<file path="src/rtl/core/lspe_pkg.sv">
// ----------------------------------------------------------------------------
// Light-state payload encoder package
// Shared types, field codes and arithmetic constants of the encoder.
// ----------------------------------------------------------------------------
package lspe_pkg;

  localparam int MAX_BYTES = 14;
  localparam int MIN_BYTES = 2;
  localparam int IDX_W     = 4;

  typedef logic [IDX_W-1:0] idx_t;

  // Positions of the presence flags in the request.
  localparam int P_ON       = 0;
  localparam int P_BRI      = 1;
  localparam int P_CT       = 2;
  localparam int P_XY       = 3;
  localparam int P_TIME     = 4;
  localparam int P_EFFECT   = 5;
  localparam int P_GRADIENT = 6;
  localparam int P_DURATION = 7;
  localparam int P_SPEED    = 8;

  localparam logic [7:0]  BRI_MAX     = 8'hFE;
  localparam logic [15:0] XY_MAX      = 16'd65279;
  localparam logic [15:0] XY_MIN      = 16'd1;
  localparam logic [15:0] TIME_MAX    = 16'hFFFE;
  localparam logic [16:0] SPEED_ONE   = 17'd65536;
  localparam logic [7:0]  SPEED_SCALE = 8'd254;
  localparam int          SPEED_SHIFT = 16;

  localparam logic [17:0] DUR_LIMIT = 18'd216000;
  localparam logic [17:0] DUR_MAX   = 18'd215999;
  localparam logic [17:0] TIER1_END = 18'd600;
  localparam logic [17:0] TIER2_END = 18'd3000;
  localparam logic [17:0] TIER3_END = 18'd9000;
  localparam logic [17:0] TIER4_END = 18'd36000;

  localparam logic [7:0] TIER1_BASE = 8'hFC;
  localparam logic [7:0] TIER2_BASE = 8'hCC;
  localparam logic [7:0] TIER3_BASE = 8'hA5;
  localparam logic [7:0] TIER4_BASE = 8'h79;
  localparam logic [7:0] TIER5_BASE = 8'h4A;

  // Division by a tier step is a multiplication by ceil(2^DIV_SHIFT / step).
  // With an 18-bit dividend and steps below 2^12 the quotient is exact.
  localparam int DIV_SHIFT = 30;
  localparam int RECIP_W   = 27;
  localparam int PROD_W    = 18 + RECIP_W;

  localparam logic [RECIP_W-1:0] RECIP_10   = RECIP_W'((64'd1 << DIV_SHIFT) / 10 + 1);
  localparam logic [RECIP_W-1:0] RECIP_50   = RECIP_W'((64'd1 << DIV_SHIFT) / 50 + 1);
  localparam logic [RECIP_W-1:0] RECIP_150  = RECIP_W'((64'd1 << DIV_SHIFT) / 150 + 1);
  localparam logic [RECIP_W-1:0] RECIP_600  = RECIP_W'((64'd1 << DIV_SHIFT) / 600 + 1);
  localparam logic [RECIP_W-1:0] RECIP_3000 = RECIP_W'((64'd1 << DIV_SHIFT) / 3000 + 1);

  localparam int QDEPTH = 2;
  localparam int QPTR_W = 1;
  localparam int QCNT_W = 2;

  typedef struct packed {
    logic [MAX_BYTES-1:0][7:0] data;
    idx_t                      len;
  } frame_t;

  typedef struct packed {
    logic   valid;
    frame_t frame;
  } q_port_t;

endpackage

</file>
<file path="src/rtl/core/lspe_req_if.sv">
// ----------------------------------------------------------------------------
// Light-state request channel
// Valid/ready channel that carries one light-state request per transaction.
// ----------------------------------------------------------------------------
interface lspe_req_if;
  logic        valid;
  logic        ready;
  logic [8:0]  present;
  logic        on_value;
  logic [7:0]  brightness;
  logic [15:0] color_temp;
  logic [15:0] color_x;
  logic [15:0] color_y;
  logic [15:0] transition_time;
  logic [7:0]  effect_code;
  logic [17:0] fx_duration;
  logic [16:0] fx_speed;

  modport source (
    output valid, present, on_value, brightness, color_temp, color_x, color_y,
           transition_time, effect_code, fx_duration, fx_speed,
    input  ready
  );

  modport sink (
    input  valid, present, on_value, brightness, color_temp, color_x, color_y,
           transition_time, effect_code, fx_duration, fx_speed,
    output ready
  );
endinterface

</file>
<file path="src/rtl/core/lspe_byte_if.sv">
// ----------------------------------------------------------------------------
// Payload byte channel
// Valid/ready channel that carries one payload byte per transaction.
// ----------------------------------------------------------------------------
interface lspe_byte_if;
  logic       valid;
  logic       ready;
  logic [7:0] out_byte;
  logic       last_byte;

  modport source (
    output valid, out_byte, last_byte,
    input  ready
  );

  modport sink (
    input  valid, out_byte, last_byte,
    output ready
  );
endinterface

</file>
<file path="src/rtl/core/light_state_payload_encoder_unit.sv">
// ----------------------------------------------------------------------------
// Light-state payload encoder
// Turns one light-state request into a little-endian byte payload.
//
//   Channel  Role    Transaction
//   req      sink    one light-state request
//   pay      source  one payload byte, last_byte marks the end of a payload
//
// A request of N payload bytes (2 to 14) holds the byte port for all N bytes,
// one byte a cycle while pay.ready is high, each sent from an output register.
// Reset clears the valid flags, the queue pointers and the byte index.
// The queue holds two frames and the front stage one more, so the request
// port stalls only when all three are occupied by waiting frames.
// ----------------------------------------------------------------------------
module light_state_payload_encoder_unit (
  input logic         clk,
  input logic         rst,
  lspe_req_if.sink    req,
  lspe_byte_if.source pay
);

  lspe_pkg::q_port_t q_wr;
  lspe_pkg::q_port_t q_rd;
  logic              q_wr_ready;
  logic              q_pop;

  lspe_front u_front (
    .clk      (clk),
    .rst      (rst),
    .req      (req),
    .wr       (q_wr),
    .wr_ready (q_wr_ready)
  );

  lspe_queue u_queue (
    .clk      (clk),
    .rst      (rst),
    .wr       (q_wr),
    .wr_ready (q_wr_ready),
    .rd       (q_rd),
    .pop      (q_pop)
  );

  lspe_back u_back (
    .clk (clk),
    .rst (rst),
    .rd  (q_rd),
    .pop (q_pop),
    .pay (pay)
  );

  a_reset_idle : assert property (@(posedge clk) rst |=> !pay.valid)
    else $error("byte output valid after reset");

  a_no_gap : assert property (@(posedge clk) disable iff (rst)
    (pay.valid && pay.ready && !pay.last_byte) |=> pay.valid)
    else $error("payload interrupted before its last byte");

  a_frame_len : assert property (@(posedge clk) disable iff (rst)
    q_rd.valid |-> (q_rd.frame.len >= lspe_pkg::idx_t'(lspe_pkg::MIN_BYTES)) &&
                   (q_rd.frame.len <= lspe_pkg::idx_t'(lspe_pkg::MAX_BYTES)))
    else $error("queued frame length out of range");

endmodule

</file>
<file path="src/rtl/core/lspe_front.sv">
// ----------------------------------------------------------------------------
// Encoder front end
// Accepts requests, clamps and codes the values, and packs the payload frame.
// ----------------------------------------------------------------------------
module lspe_front (
  input  logic             clk,
  input  logic             rst,
  lspe_req_if.sink         req,
  output lspe_pkg::q_port_t wr,
  input  logic             wr_ready
);

  logic                          v1;
  logic [8:0]                    p1;
  logic                          on1;
  logic [7:0]                    bri1;
  logic [15:0]                   ct1;
  logic [15:0]                   x1;
  logic [15:0]                   y1;
  logic [15:0]                   tt1;
  logic [7:0]                    eff1;
  logic                          dzero1;
  logic [7:0]                    dbase1;
  logic [7:0]                    dq1;
  logic [7:0]                    spd1;

  logic                          adv;
  logic [17:0]                   d_sat;
  logic [lspe_pkg::RECIP_W-1:0]  recip;
  logic [7:0]                    base;
  logic [lspe_pkg::PROD_W-1:0]   dprod;
  logic [16:0]                   s_sat;
  logic [24:0]                   sprod;
  lspe_pkg::frame_t              f;
  lspe_pkg::idx_t                pos;

  function automatic logic [15:0] clamp_xy(input logic [15:0] v);
    logic [15:0] r;
    r = v;
    if (v > lspe_pkg::XY_MAX) begin
      r = lspe_pkg::XY_MAX;
    end else if (v == '0) begin
      r = lspe_pkg::XY_MIN;
    end
    return r;
  endfunction

  assign adv       = !v1 || wr_ready;
  assign req.ready = adv;

  always_comb begin
    d_sat = (req.fx_duration >= lspe_pkg::DUR_LIMIT) ? lspe_pkg::DUR_MAX
                                                     : req.fx_duration;
    if (d_sat < lspe_pkg::TIER1_END) begin
      recip = lspe_pkg::RECIP_10;
      base  = lspe_pkg::TIER1_BASE;
    end else if (d_sat < lspe_pkg::TIER2_END) begin
      recip = lspe_pkg::RECIP_50;
      base  = lspe_pkg::TIER2_BASE;
    end else if (d_sat < lspe_pkg::TIER3_END) begin
      recip = lspe_pkg::RECIP_150;
      base  = lspe_pkg::TIER3_BASE;
    end else if (d_sat < lspe_pkg::TIER4_END) begin
      recip = lspe_pkg::RECIP_600;
      base  = lspe_pkg::TIER4_BASE;
    end else begin
      recip = lspe_pkg::RECIP_3000;
      base  = lspe_pkg::TIER5_BASE;
    end
    dprod = lspe_pkg::PROD_W'(d_sat) * lspe_pkg::PROD_W'(recip);
    s_sat = (req.fx_speed > lspe_pkg::SPEED_ONE) ? lspe_pkg::SPEED_ONE
                                                 : req.fx_speed;
    sprod = 25'(s_sat) * 25'(lspe_pkg::SPEED_SCALE);
  end

  always_ff @(posedge clk) begin
    if (rst) begin
      v1 <= 1'b0;
    end else if (adv) begin
      v1 <= req.valid;
    end
  end

  always_ff @(posedge clk) begin
    if (adv && req.valid) begin
      p1     <= req.present;
      on1    <= req.on_value;
      bri1   <= (req.brightness > lspe_pkg::BRI_MAX) ? lspe_pkg::BRI_MAX : req.brightness;
      ct1    <= req.color_temp;
      x1     <= clamp_xy(req.color_x);
      y1     <= clamp_xy(req.color_y);
      tt1    <= (req.transition_time > lspe_pkg::TIME_MAX) ? lspe_pkg::TIME_MAX
                                                           : req.transition_time;
      eff1   <= req.effect_code;
      dzero1 <= (d_sat == '0);
      dbase1 <= base;
      dq1    <= dprod[lspe_pkg::DIV_SHIFT +: 8];
      spd1   <= sprod[lspe_pkg::SPEED_SHIFT +: 8];
    end
  end

  always_comb begin
    f = '0;
    f.data[0] = {p1[lspe_pkg::P_DURATION] | p1[lspe_pkg::P_SPEED], p1[6:0]};
    f.data[1] = 8'h00;
    pos = lspe_pkg::idx_t'(lspe_pkg::MIN_BYTES);
    if (p1[lspe_pkg::P_ON]) begin
      f.data[pos] = {7'd0, on1};
      pos = pos + lspe_pkg::idx_t'(1);
    end
    if (p1[lspe_pkg::P_BRI]) begin
      f.data[pos] = bri1;
      pos = pos + lspe_pkg::idx_t'(1);
    end
    if (p1[lspe_pkg::P_CT]) begin
      f.data[pos] = ct1[7:0];
      f.data[pos + lspe_pkg::idx_t'(1)] = ct1[15:8];
      pos = pos + lspe_pkg::idx_t'(2);
    end
    if (p1[lspe_pkg::P_XY]) begin
      f.data[pos] = x1[7:0];
      f.data[pos + lspe_pkg::idx_t'(1)] = x1[15:8];
      f.data[pos + lspe_pkg::idx_t'(2)] = y1[7:0];
      f.data[pos + lspe_pkg::idx_t'(3)] = y1[15:8];
      pos = pos + lspe_pkg::idx_t'(4);
    end
    if (p1[lspe_pkg::P_TIME]) begin
      f.data[pos] = tt1[7:0];
      f.data[pos + lspe_pkg::idx_t'(1)] = tt1[15:8];
      pos = pos + lspe_pkg::idx_t'(2);
    end
    if (p1[lspe_pkg::P_EFFECT]) begin
      f.data[pos] = eff1;
      pos = pos + lspe_pkg::idx_t'(1);
    end
    if (p1[lspe_pkg::P_DURATION]) begin
      f.data[pos] = dzero1 ? 8'h00 : (dbase1 - dq1);
      pos = pos + lspe_pkg::idx_t'(1);
    end else if (p1[lspe_pkg::P_SPEED]) begin
      f.data[pos] = spd1;
      pos = pos + lspe_pkg::idx_t'(1);
    end
    f.len = pos;
  end

  assign wr.valid = v1;
  assign wr.frame = f;

endmodule

</file>
<file path="src/rtl/core/lspe_queue.sv">
// ----------------------------------------------------------------------------
// Encoder frame queue
// Two-entry queue of packed payload frames between front end and back end.
// ----------------------------------------------------------------------------
module lspe_queue (
  input  logic              clk,
  input  logic              rst,
  input  lspe_pkg::q_port_t wr,
  output logic              wr_ready,
  output lspe_pkg::q_port_t rd,
  input  logic              pop
);

  lspe_pkg::frame_t              mem [lspe_pkg::QDEPTH];
  logic [lspe_pkg::QPTR_W-1:0]   wp;
  logic [lspe_pkg::QPTR_W-1:0]   rp;
  logic [lspe_pkg::QCNT_W-1:0]   cnt;
  logic                          push;

  assign wr_ready = (cnt != lspe_pkg::QCNT_W'(lspe_pkg::QDEPTH));
  assign push     = wr.valid && wr_ready;

  always_ff @(posedge clk) begin
    if (rst) begin
      wp  <= '0;
      rp  <= '0;
      cnt <= '0;
    end else begin
      if (push) begin
        wp <= wp + lspe_pkg::QPTR_W'(1);
      end
      if (pop) begin
        rp <= rp + lspe_pkg::QPTR_W'(1);
      end
      if (push && !pop) begin
        cnt <= cnt + lspe_pkg::QCNT_W'(1);
      end else if (pop && !push) begin
        cnt <= cnt - lspe_pkg::QCNT_W'(1);
      end
    end
  end

  always_ff @(posedge clk) begin
    if (push) begin
      mem[wp] <= wr.frame;
    end
  end

  assign rd.valid = (cnt != '0);
  assign rd.frame = mem[rp];

endmodule

</file>
<file path="src/rtl/core/lspe_back.sv">
// ----------------------------------------------------------------------------
// Encoder back end
// Streams the head frame of the queue out one byte per transaction.
// ----------------------------------------------------------------------------
module lspe_back (
  input  logic              clk,
  input  logic              rst,
  input  lspe_pkg::q_port_t rd,
  output logic              pop,
  lspe_byte_if.source       pay
);

  lspe_pkg::idx_t idx;
  logic           ovalid;
  logic [7:0]     obyte;
  logic           olast;
  logic           load;
  logic           last;

  assign load = rd.valid && (!ovalid || pay.ready);
  assign last = (idx == (rd.frame.len - lspe_pkg::idx_t'(1)));
  assign pop  = load && last;

  always_ff @(posedge clk) begin
    if (rst) begin
      ovalid <= 1'b0;
      idx    <= '0;
    end else begin
      if (load) begin
        ovalid <= 1'b1;
        idx    <= last ? '0 : idx + lspe_pkg::idx_t'(1);
      end else if (pay.ready) begin
        ovalid <= 1'b0;
      end
    end
  end

  always_ff @(posedge clk) begin
    if (load) begin
      obyte <= rd.frame.data[idx];
      olast <= last;
    end
  end

  assign pay.valid     = ovalid;
  assign pay.out_byte  = obyte;
  assign pay.last_byte = olast;

endmodule
</file>
<file path="src/flat_wrapper.sv">
// flat-port wrapper written by rule: the top's interface ports become plain ports
module light_state_payload_encoder_unit_flat 
  (clk, rst, req_valid, req_present, req_on_value, req_brightness, req_color_temp, req_color_x, req_color_y, req_transition_time, req_effect_code, req_fx_duration, req_fx_speed, req_ready, pay_valid, pay_out_byte, pay_last_byte, pay_ready);
  lspe_req_if req_i ();
  lspe_byte_if pay_i ();
  input logic clk;
  input logic rst;
  input wire logic [$bits(req_i.valid)-1:0] req_valid;
  input wire logic [$bits(req_i.present)-1:0] req_present;
  input wire logic [$bits(req_i.on_value)-1:0] req_on_value;
  input wire logic [$bits(req_i.brightness)-1:0] req_brightness;
  input wire logic [$bits(req_i.color_temp)-1:0] req_color_temp;
  input wire logic [$bits(req_i.color_x)-1:0] req_color_x;
  input wire logic [$bits(req_i.color_y)-1:0] req_color_y;
  input wire logic [$bits(req_i.transition_time)-1:0] req_transition_time;
  input wire logic [$bits(req_i.effect_code)-1:0] req_effect_code;
  input wire logic [$bits(req_i.fx_duration)-1:0] req_fx_duration;
  input wire logic [$bits(req_i.fx_speed)-1:0] req_fx_speed;
  output wire logic [$bits(req_i.ready)-1:0] req_ready;
  output wire logic [$bits(pay_i.valid)-1:0] pay_valid;
  output wire logic [$bits(pay_i.out_byte)-1:0] pay_out_byte;
  output wire logic [$bits(pay_i.last_byte)-1:0] pay_last_byte;
  input wire logic [$bits(pay_i.ready)-1:0] pay_ready;
  assign req_i.valid = req_valid;
  assign req_i.present = req_present;
  assign req_i.on_value = req_on_value;
  assign req_i.brightness = req_brightness;
  assign req_i.color_temp = req_color_temp;
  assign req_i.color_x = req_color_x;
  assign req_i.color_y = req_color_y;
  assign req_i.transition_time = req_transition_time;
  assign req_i.effect_code = req_effect_code;
  assign req_i.fx_duration = req_fx_duration;
  assign req_i.fx_speed = req_fx_speed;
  assign req_ready = req_i.ready;
  assign pay_valid = pay_i.valid;
  assign pay_out_byte = pay_i.out_byte;
  assign pay_last_byte = pay_i.last_byte;
  assign pay_i.ready = pay_ready;
  light_state_payload_encoder_unit u_core (.clk(clk), .rst(rst), .req(req_i), .pay(pay_i));
endmodule
</file>
<file path="config.mk">
export PLATFORM = sky130hd
export DESIGN_NAME = light_state_payload_encoder_unit_flat
export DESIGN_NICKNAME = d
export VERILOG_FILES = /design/src/rtl/core/lspe_pkg.sv /design/src/rtl/core/lspe_req_if.sv /design/src/rtl/core/lspe_byte_if.sv /design/src/rtl/core/light_state_payload_encoder_unit.sv /design/src/rtl/core/lspe_front.sv /design/src/rtl/core/lspe_queue.sv /design/src/rtl/core/lspe_back.sv /design/src/flat_wrapper.sv
export SDC_FILE = /design/constraint.sdc
export NUM_CORES = 2
export LEC_CHECK = 0
export BUFFER_PORTS_ARGS = -buffer_cell sky130_fd_sc_hd__buf_2
export CORE_ASPECT_RATIO = 1.75
export CORE_MARGIN = 3
export CORE_UTILIZATION = 40
export CTS_BUF_LIST = sky130_fd_sc_hd__clkbuf_2
export DETAILED_ROUTE_END_ITERATION = 12
export GPL_TIMING_DRIVEN = 0
export PLACE_DENSITY_LB_ADDON = 0.15
export SYNTH_ARGS = -nofsm -noshare
export SYNTH_HDL_FRONTEND = slang
export SYNTH_SLANG_ARGS = --single-unit
</file>
<file path="constraint.sdc">
create_clock -name clk -period 9.5 [get_ports clk]
set_input_delay 0.95 -clock clk [delete_from_list [all_inputs] [get_ports clk]]
set_output_delay 0.95 -clock clk [all_outputs]
set_load 0.1 [all_outputs]
</file>
==> results.py <==
metrics = {
    "yosys": {
        "synth-seq-area-share_pct": 27.7,
        "synth_area_per_cell_um2": 9.73,
        "synthTopCellsByArea": "edfxtp_1, fa_1, ha_1",
        "yosys_warnings": 0,
        "synth_flop_cell": "edfxtp_1",
        "yosys.area.top_type": "edfxtp_1",
        "syn_inst": 4023,
        "synth.distinct_cells": 112,
        "synth_edf_count": 354,
        "syn_area_um2": 39200,
        "synth_seq_cells": 365,
        "ys_async_sr_fraction_pct": 0,
        "synth_top_area_share_pct": 27.1,
    },
    "routing": {
        "drc_errors": 0,
        "antenna_left": 0,
        "drtIter0Drc": 3359,
        "via_per_inst": 6.20,
        "drt_wl_total_um": 216000,
        "via_count": 35700,
        "wl_per_cell_um": 37.4,
        "dr.pass1.iters": 8,
    },
    "timing": {
        "slew_headroom_pct": -5.81,
        "setup_violations": 0,
        "clock.fmax_mhz": 115,
        "worstMarginPinSlew_ns": 1.59,
        "period_needed_ns": 8.70,
        "period_share_pct": 91.6,
        "rsz0062_at_grt": "no",
        "skew_ns": 0.183,
        "setup_ws_ns": 0.801,
        "holdWs_ns": 0.328,
        "slew_viol_final": 45,
        "finalHoldViolations": 0,
    },
    "clock_tree": {
        "cts_hold_buf": 93,
        "cts_setup_buffers": 0,
        "cts_tree": "yes",
        "cts_sinks": 365,
        "clk_latency_ns": 1.38,
        "path_clk_slew_ns": 0.12,
        "cts_resized": 0,
        "clock_path_buffers": 3,
        "cts_buffers": 81,
        "clock-root-buffer": "clkbuf_2",
        "htree_num_levels": 3,
    },
    "layout": {
        "nets": 5111,
        "postLayoutCoreUtil_pct": 45.0,
        "drive_above_1_share_pct": 11.5,
        "design_area_um2": 43600,
        "area_growth_pct": 11.4,
    },
    "floorplan": {
        "fp.dieW_um": 243,
        "die-height_um": 420,
        "initial_utilization_pct": 40.4,
        "rows": 151,
        "coreArea_um2": 96900,
        "dieArea_um2": 102000,
        "ios": 140,
    },
    "power_and_ir_drop": {
        "power_frac_seq_pct": 19.7,
        "p_leak_nw": 18.0,
        "p_int_mw": 5.21,
        "swShare_pct": 53.2,
        "ir_drop_uv": 371,
        "powerDensity_nw_per_um2": 255,
        "clock_power_share_pct": 9.6,
        "combPwrFrac_pct": 70.8,
        "power_switching_mw": 5.91,
        "total_power_mw": 11.1,
    },
    "worst_setup_path": {
        "path_buf_inv": 7,
        "crit_type": "in2reg",
        "critPathCapture": "u_core.u_front.dq1[5]$_DFFE_PP_",
        "crit_arrival_ns": 9.67,
        "cp.required_ns": 10.47,
        "path_common_cell": "fa_1",
        "start_kind": "primary input",
        "ff2ff_path_depth": 18,
        "cp.depth": 26,
        "end_kind": "flip-flop",
        "startpoint": "req_fx_duration[12]",
        "r2r_start": "u_core.u_front.p1[0]$_DFFE_PP_",
        "r2r_end": "u_core.u_queue.mem[1][5]$_DFFE_PP_",
        "cpPeakStageDelay_ns": 0.72,
        "crit_family": "adder cells",
        "cp_max_fo": 10,
        "ff2ff_setup_slack_ns": 0.95,
        "critPathSlowestCell": "fa_1",
    },
    "grt": {
        "gr-total-overflow": 0,
        "grt_pass1_wl_um": 294000,
        "antenna_found_initial": 17,
        "grt_pass1_vias": 37300,
        "grt_max_degree": 72,
        "grt.total_usage_pct": 42.3,
    },
    "place": {
        "placed_cell_area_um2": 41800,
        "place_hpwl_um": 173000,
        "portBuffers": 137,
        "gp_congestion": 1.09,
        "dp_slack_ns": -0.531,
    },
    "outcome": {
        "violations": "capacitance limit, slew limit",
        "outcome": "finished with violations",
    },
    "worst_hold_path": {
        "hp-start": "req_color_temp[15]",
        "min_path_type": "in2reg",
    },
    "flow_run": {
        "cap_violations": 8,
    },
}
-- cells by family after synthesis --
logic type               synth area share (%)
adder cells (fa/ha/maj)                  26.6
AND/OR/NAND/NOR                          12.4
XOR/XNOR                                 1.26
flip-flops                               27.7
buffers and inverters                    9.11
AO/OA/AOI/OAI                            18.1
multiplexers                             4.84
other                                  0.0192
-- layer usage --
layer / vias up / wire length [um] / global-route usage (%)
met5: - / 41 / 0
met4: 6 / 34600 / 54.0
met3: 1068 / 14100 / 10.2
met2: 1946 / 106000 / 72.8
met1: 17700 / 61200 / 35.9
li1: 15000 / - / -
-- cells in the final DEF (no fill, tap or decap), drive strengths merged, types with 39 or more instances in the layout --
cell type and count:
a21oi 156, a221oi 45, a22o 48, a22oi 142, a31oi 40, a32oi 63
buf 236, clkbuf 346, clkinv 39, conb 48, dlygate4sd3 93, edfxtp 354
fa 405, ha 185, inv 577, mux4 64, nand2 310, nand3 107
nor2 284, nor3 70, o21ai 154, o22ai 71
-- worst min-delay path by stage --
stage	end	slack (ns)	cells past startpoint
after floorplan	flip-flop	0.47	2
after global placement	u_core.u_queue.rp$_SDFFE_PP0P_	0.48	2
after detailed placement	flip-flop	0.49	2
after CTS	u_core.u_front.dzero1$_DFFE_PP_	0.19	4
after global routing	u_core.u_front.dzero1$_DFFE_PP_	0.24	4
final	u_core.u_front.ct1[15]$_DFFE_PP_	0.33	2
-- cells in the mapped netlist (all sizes together) (45+ instances only) --
library cell    n
nand3         107
a22oi         142
mux4           64
o21ai         154
nand2         310
fa            405
nor3           70
ha            185
a32oi          63
o22ai          71
inv           575
a21oi         156
buf            90
a221oi         45
edfxtp        354
a22o           48
nor2          284
clkbuf        237
-- per-stage QoR --
step,instances,setup TNS (ns)
global placement,5506,-13.31
CTS,5750,0
detailed placement,5514,-3.61
floorplan,4069,0
finish,5769,0
global route,5763,0
-- flip-flops by register name, indices dropped and copies added (netlist names), named ones only --
name	count
u_core.u_queue.mem	232
u_core.u_front.ct1	16
u_core.u_front.tt1	16
u_core.u_front.x1	16
u_core.u_front.y1	16
u_core.u_front.p1	9
u_core.u_back.pay.out_byte	8
u_core.u_front.bri1	8
u_core.u_front.dq1	8
u_core.u_front.eff1	8
u_core.u_front.spd1	8
u_core.u_front.dbase1	6
u_core.u_back.idx	4
u_core.u_queue.cnt	2
u_core.u_back.pay.last_byte	1
u_core.u_back.pay.valid	1
u_core.u_front.dzero1	1
u_core.u_front.on1	1
u_core.u_front.v1	1
u_core.u_queue.rp	1
u_core.u_queue.wp	1
-- power groups by stage --
stage / combinational, mW / sequential, mW / clock, mW
2_1_floorplan: 4.76 / 2.23 / 0
3_3_place_gp: 7.56 / 2.23 / 0
4_1_cts: 7.79 / 2.18 / 1.09
3_5_place_dp: 7.71 / 2.21 / 0
6_report: 7.87 / 2.19 / 1.06
5_1_grt: 8.58 / 2.19 / 1.17
-- area by class of cell --
class | instances | area, um^2
buffer | 327 | 1380
tap | 1300 | 1630
sequential | 365 | 10900
inverter | 585 | 2200
clock buffer | 108 | 541
timing repair buffer | 240 | 1810
fill | 9549 | 53300
clock inverter | 35 | 229
antenna | 17 | 42.5
multi-input combinational | 2792 | 24900
Note: power is estimated with default switching activity, not from simulation.
